`src/rtl/dhtl_pkg.sv`:
```
package dhtl_pkg;

    localparam int REG_W    = 11;
    localparam int KEY_W    = 31;
    localparam int STATUS_W = 2;
    localparam int SLOT_W   = 10;
    localparam int CFG_IDX_W = 2;
    localparam int REM_STEP = 4;

    localparam logic [REG_W-1:0] TABLE_SIZE_RST   = 11'd10;
    localparam logic [REG_W-1:0] HASH_MODULUS_RST = 11'd7;

    localparam logic [CFG_IDX_W-1:0] CFG_TABLE_SIZE   = 2'd0;
    localparam logic [CFG_IDX_W-1:0] CFG_HASH_MODULUS = 2'd1;

    typedef enum logic
    {
        OP_INSERT = 1'b0,
        OP_LOOKUP = 1'b1
    } op_t;

    typedef enum logic [STATUS_W-1:0]
    {
        ST_INSERTED  = 2'd0,
        ST_FULL      = 2'd1,
        ST_FOUND     = 2'd2,
        ST_NOT_FOUND = 2'd3
    } status_t;

    typedef enum logic [2:0]
    {
        S_CLEAR,
        S_IDLE,
        S_HASH,
        S_REDUCE,
        S_CHECK,
        S_EMIT
    } state_t;

endpackage

```
`src/rtl/dhtl_rem.sv`:
```
module dhtl_rem import dhtl_pkg::*;
#(
    parameter int DIVIDEND_W = 31
) (
    input  logic                  clk,
    input  logic                  rst_n,
    input  logic                  start,
    input  logic [DIVIDEND_W-1:0] dividend,
    input  logic [REG_W-1:0]      divisor,
    output logic                  done,
    output logic [REG_W-1:0]      remainder
);

    localparam int CYCLES = (DIVIDEND_W + REM_STEP - 1) / REM_STEP;
    localparam int PAD_W  = CYCLES * REM_STEP;
    localparam int CNT_W  = $clog2(CYCLES + 1);

    logic [PAD_W-1:0] num_reg, num_next;
    logic [REG_W-1:0] rem_reg, rem_next;
    logic [CNT_W-1:0] cnt_reg, cnt_next;
    logic             done_reg, done_next;
    logic             busy;
    logic [REG_W-1:0] partial;

    assign busy = (cnt_reg != '0);

    // restoring steps, one dividend bit each
    always_comb
    begin
        logic [REG_W:0] trial;
        partial = rem_reg;
        for (int k = 0; k < REM_STEP; k++)
        begin
            trial = {partial, num_reg[PAD_W-1-k]};
            if (trial >= {1'b0, divisor})
            begin
                trial = trial - {1'b0, divisor};
            end
            partial = trial[REG_W-1:0];
        end
    end

    always_comb
    begin
        num_next  = num_reg;
        rem_next  = rem_reg;
        cnt_next  = cnt_reg;
        done_next = busy && (cnt_reg == CNT_W'(1));
        if (start)
        begin
            num_next = PAD_W'(dividend);
            rem_next = '0;
            cnt_next = CNT_W'(CYCLES);
        end
        else if (busy)
        begin
            num_next = num_reg << REM_STEP;
            rem_next = partial;
            cnt_next = cnt_reg - CNT_W'(1);
        end
    end

    always_ff @(posedge clk or negedge rst_n)
    begin
        if (!rst_n)
        begin
            cnt_reg  <= '0;
            done_reg <= 1'b0;
        end
        else
        begin
            cnt_reg  <= cnt_next;
            done_reg <= done_next;
        end
    end

    always_ff @(posedge clk)
    begin
        num_reg <= num_next;
        rem_reg <= rem_next;
    end

    assign done      = done_reg;
    assign remainder = rem_reg;

endmodule

```
`config.mk`:
```
export PLATFORM = sky130hd
export DESIGN_NAME = dhtl_rem
export DESIGN_NICKNAME = d
export VERILOG_FILES = /design/src/rtl/dhtl_pkg.sv /design/src/rtl/dhtl_rem.sv
export SDC_FILE = /design/constraint.sdc
export NUM_CORES = 1
export LEC_CHECK = 0
export ABC_AREA = 0
export BUFFER_PORTS_ARGS = -buffer_cell sky130_fd_sc_hd__buf_4
export CELL_PAD_IN_SITES_DETAIL_PLACEMENT = 1
export CELL_PAD_IN_SITES_GLOBAL_PLACEMENT = 1
export CORE_MARGIN = 2
export CORE_UTILIZATION = 49
export CTS_CLUSTER_DIAMETER = 80
export DETAILED_ROUTE_END_ITERATION = 10
export PLACE_DENSITY_LB_ADDON = 0.1
export SKIP_LAST_GASP = 1
export SYNTH_ARGS = -nofsm -noshare
export SYNTH_HDL_FRONTEND = slang
export SYNTH_SLANG_ARGS = --single-unit
```
`constraint.sdc`:
```
create_clock -name clk -period 17.38 [get_ports clk]
set_input_delay 0.869 -clock clk [delete_from_list [all_inputs] [get_ports clk]]
set_output_delay 0.869 -clock clk [all_outputs]
set_load 0.005 [all_outputs]
```
==> results_dict.tcl <==
set metrics [dict create \
    crit_required_ns 17.55 \
    crit_type "input pin to flip-flop" \
    cts.sinks 48 \
    cts_buffers 5 \
    synth-seq-area-share_pct 28.81 \
    cpMostUsedCell "a21oi_1" \
    syn_to_final_growth_pct 12.88 \
    tightest_slew_ns 0.7963 \
    fin_worst_skew_ns 0.008662 \
    dieHeight_um 99.83 \
    fp.dieW_um 99.83 \
    use_met2_pct 46.78 \
    grt-busiest-layer "met2" \
    synth_ff_type "edfxtp_1" \
    r2r-end "remainder[3]$_SDFFE_PP0P_" \
    fin_setup_tns_ns 0 \
    track_usage_pct 26.49 \
    drt-vias-per-instance 6.060 \
    fin_crit_sh_pct 59.02 \
    rows 34 \
    hpwl_um 10050 \
    hold_buffers 0 \
    synth_area_per_cell_sq_um 9.532 \
    ctsResizeCount 0 \
    critPathMaxFanout 20 \
    dr.pass1.iters 4 \
    hp-class "input pin to asynchronous set/reset pin" \
    yosysWarnings 0 \
    r2r_slack_ns 7.42 \
    crit_path_end_kind "flip-flop" \
    grtUsageMet3_pct 3.760 \
    drcViolationCount 0 \
    multi_input_area_sq_um 3019 \
    min_period_ns 10.26 \
    setup_viol 0 \
    clockRootBuffer "clkbuf_8" \
    wire_per_inst_um 19.74 \
    r2r-start "num_reg[31]$_SDFFE_PP0P_" \
    netlist_instances 472 \
    layout_commonest_cell "buf_4" \
    vias 3830 \
    wirelength_um 12470 \
    synth_area_leader_cell "edfxtp_1" \
    fmax_mhz 97.48 \
    post_cts_buffers 0 \
    register_area_sq_um 1296 \
    crit_end "remainder[3]$_SDFFE_PP0P_" \
    ys_types 66 \
    cts_tree "built" \
    cap_violations 0 \
    synthesis.area_sq_um 4499 \
    fillers 1003 \
    grt_pass1_wl_um 20730 \
    synth_edf_count 31 \
    ys_ff_latch 48 \
    n_antenna_cell 0 \
    drt_iter0_drc 161 \
    r2r_cells 36 \
    grt_overflow 0 \
    rsz0062_at_grt "no" \
    start_util_pct 51.09 \
    outcome "finished, final reports clean" \
    slew_viol_final 0 \
    routabilityCongestion 0.9457 \
    core_sq_um 8806 \
    crit_path_top_delay_cell "a221o_1" \
    drtAntennaViolNets 0 \
    grt_start_max_net_pins 51 \
    portBuffers 56 \
    arrival_ns 10.43 \
    dieArea_sq_um 9965 \
    crit_path_start_kind "input pin" \
    async_reset_ff_share_pct 10.42 \
    drive_gt1_share_pct 23.85 \
    h-tree-depth 2 \
    syn-num-nets 567 \
    finalHoldViolCount 0 \
    startpoint "divisor[0]" \
    ios 57 \
    critPathMaxStageDelay_ns 0.65 \
    path_clk_slew_ns 0.09 \
    grt_pass1_vias 4151 \
    synth_area_leaders "edfxtp_1 21%, ha_1 13%, mux2_2 12%" \
    synth_top_cell_area_share_pct 20.69 \
    relSlewSlack_pct 46.91 \
    nets 618 \
    largest_register_ffs 32 \
    cts.path.max_buffers 2 \
    clock_latency_ns 0.30 \
    antenna_found_initial 0 \
    final_cell_mix "58 x buf_4, 49 x mux2_2, 46 x ha_1, 41 x nor2_1, 31 x edfxtp_1" \
    grt_use_met1_pct 32.76 \
]
## metrics by stage
stage / setup WS (ns) / cell area [sq um] / hold WS [ns] / instances / util [%]
5_1_grt: 6.436 / 5079 / 0.3244 / 632 / 57.67
4_1_cts: 7.256 / 5079 / 0.3372 / 632 / 57.67
3_5_place_dp: 6.952 / 4995 / 0.4462 / 624 / 56.72
2_1_floorplan: 8.195 / 4499 / 0.4319 / 472 / -
3_3_place_gp: 7.407 / 4995 / 0.4449 / 624 / 56.72
6_report: 7.122 / 5079 / 0.3487 / 632 / 57.67
## synth_stat cells, types with 4 or more instances
cell type and instances:
edfxtp_1 31, or3_1 7, nor4_1 9, a21oi_1 23, o211ai_1 4, o31ai_1 4
fa_1 4, nor4b_1 4, inv_1 29, nor3_1 13, nand2b_1 8, ha_1 46
nor2_1 41, xor2_1 12, a21o_1 9, nand4_1 8, o2111ai_1 4, mux2_2 49
nand3_1 8, a211oi_1 12, dfxtp_1 12, clkbuf_1 4, mux2i_1 4, xnor2_1 16
nor2b_1 9, buf_1 4, o21a_1 5, dfrtp_1 5, nand2_1 16, a31oi_1 5
and2_1 5, o21ai_0 14
## cell type report
class / count / share of cell area, %
sequential: 48 / 25.52
clock inverter: 2 / 0.2217
timing repair buffer: 58 / 8.574
clock buffer: 6 / 1.429
inverter: 29 / 2.143
multi-input combinational: 381 / 59.45
tap: 108 / 2.661
## how the worst min path moves through the flow
stage	from	endpoint	slack (ns)	depth (start not counted)
after global routing	rst_n	done$_DFF_PN0_	0.32	1
after floorplan	num_reg[31]$_SDFFE_PP0P_	num_reg[31]$_SDFFE_PP0P_	0.43	2
final	rst_n	cnt_reg[0]$_DFFE_PN0P_	0.35	1
after CTS	rst_n	cnt_reg[3]$_DFFE_PN0P_	0.34	1
after detailed placement	num_reg[31]$_SDFFE_PP0P_	num_reg[31]$_SDFFE_PP0P_	0.45	2
after global placement	num_reg[31]$_SDFFE_PP0P_	num_reg[31]$_SDFFE_PP0P_	0.44	2
## logic make-up (layout without fill, tap and decap cells)
family	count (synthesis)	in the layout	synth area share [%]
compound gates	106	106	16.49
xor+xnor	28	28	5.450
fa+ha+maj	50	50	14.57
buf+inv	43	95	4.226
flops	48	48	28.81
mux	54	54	13.49
simple gates	143	143	16.96
## critical path, delay by kind of cell
| family | cells | cell delay (ns) |
|---|---|---|
| simple gates | 8 | 1.96 |
| buf+inv | 4 | 0.55 |
| fa+ha+maj | 5 | 1.68 |
| mux | 3 | 1.17 |
| compound gates | 16 | 4.17 |
## per-layer routing
layer,wire length (um),share of wire (%),vias up
met3,654,5.2,28
met2,6109,49,104
met4,414,3.3,0
met1,5295,42,1819
li1,-,-,1879
met5,0,0,-
Power is left out: the tool's default activity adds up to more than one toggle a clock period on the data nets, which glitch-free logic cannot reach.
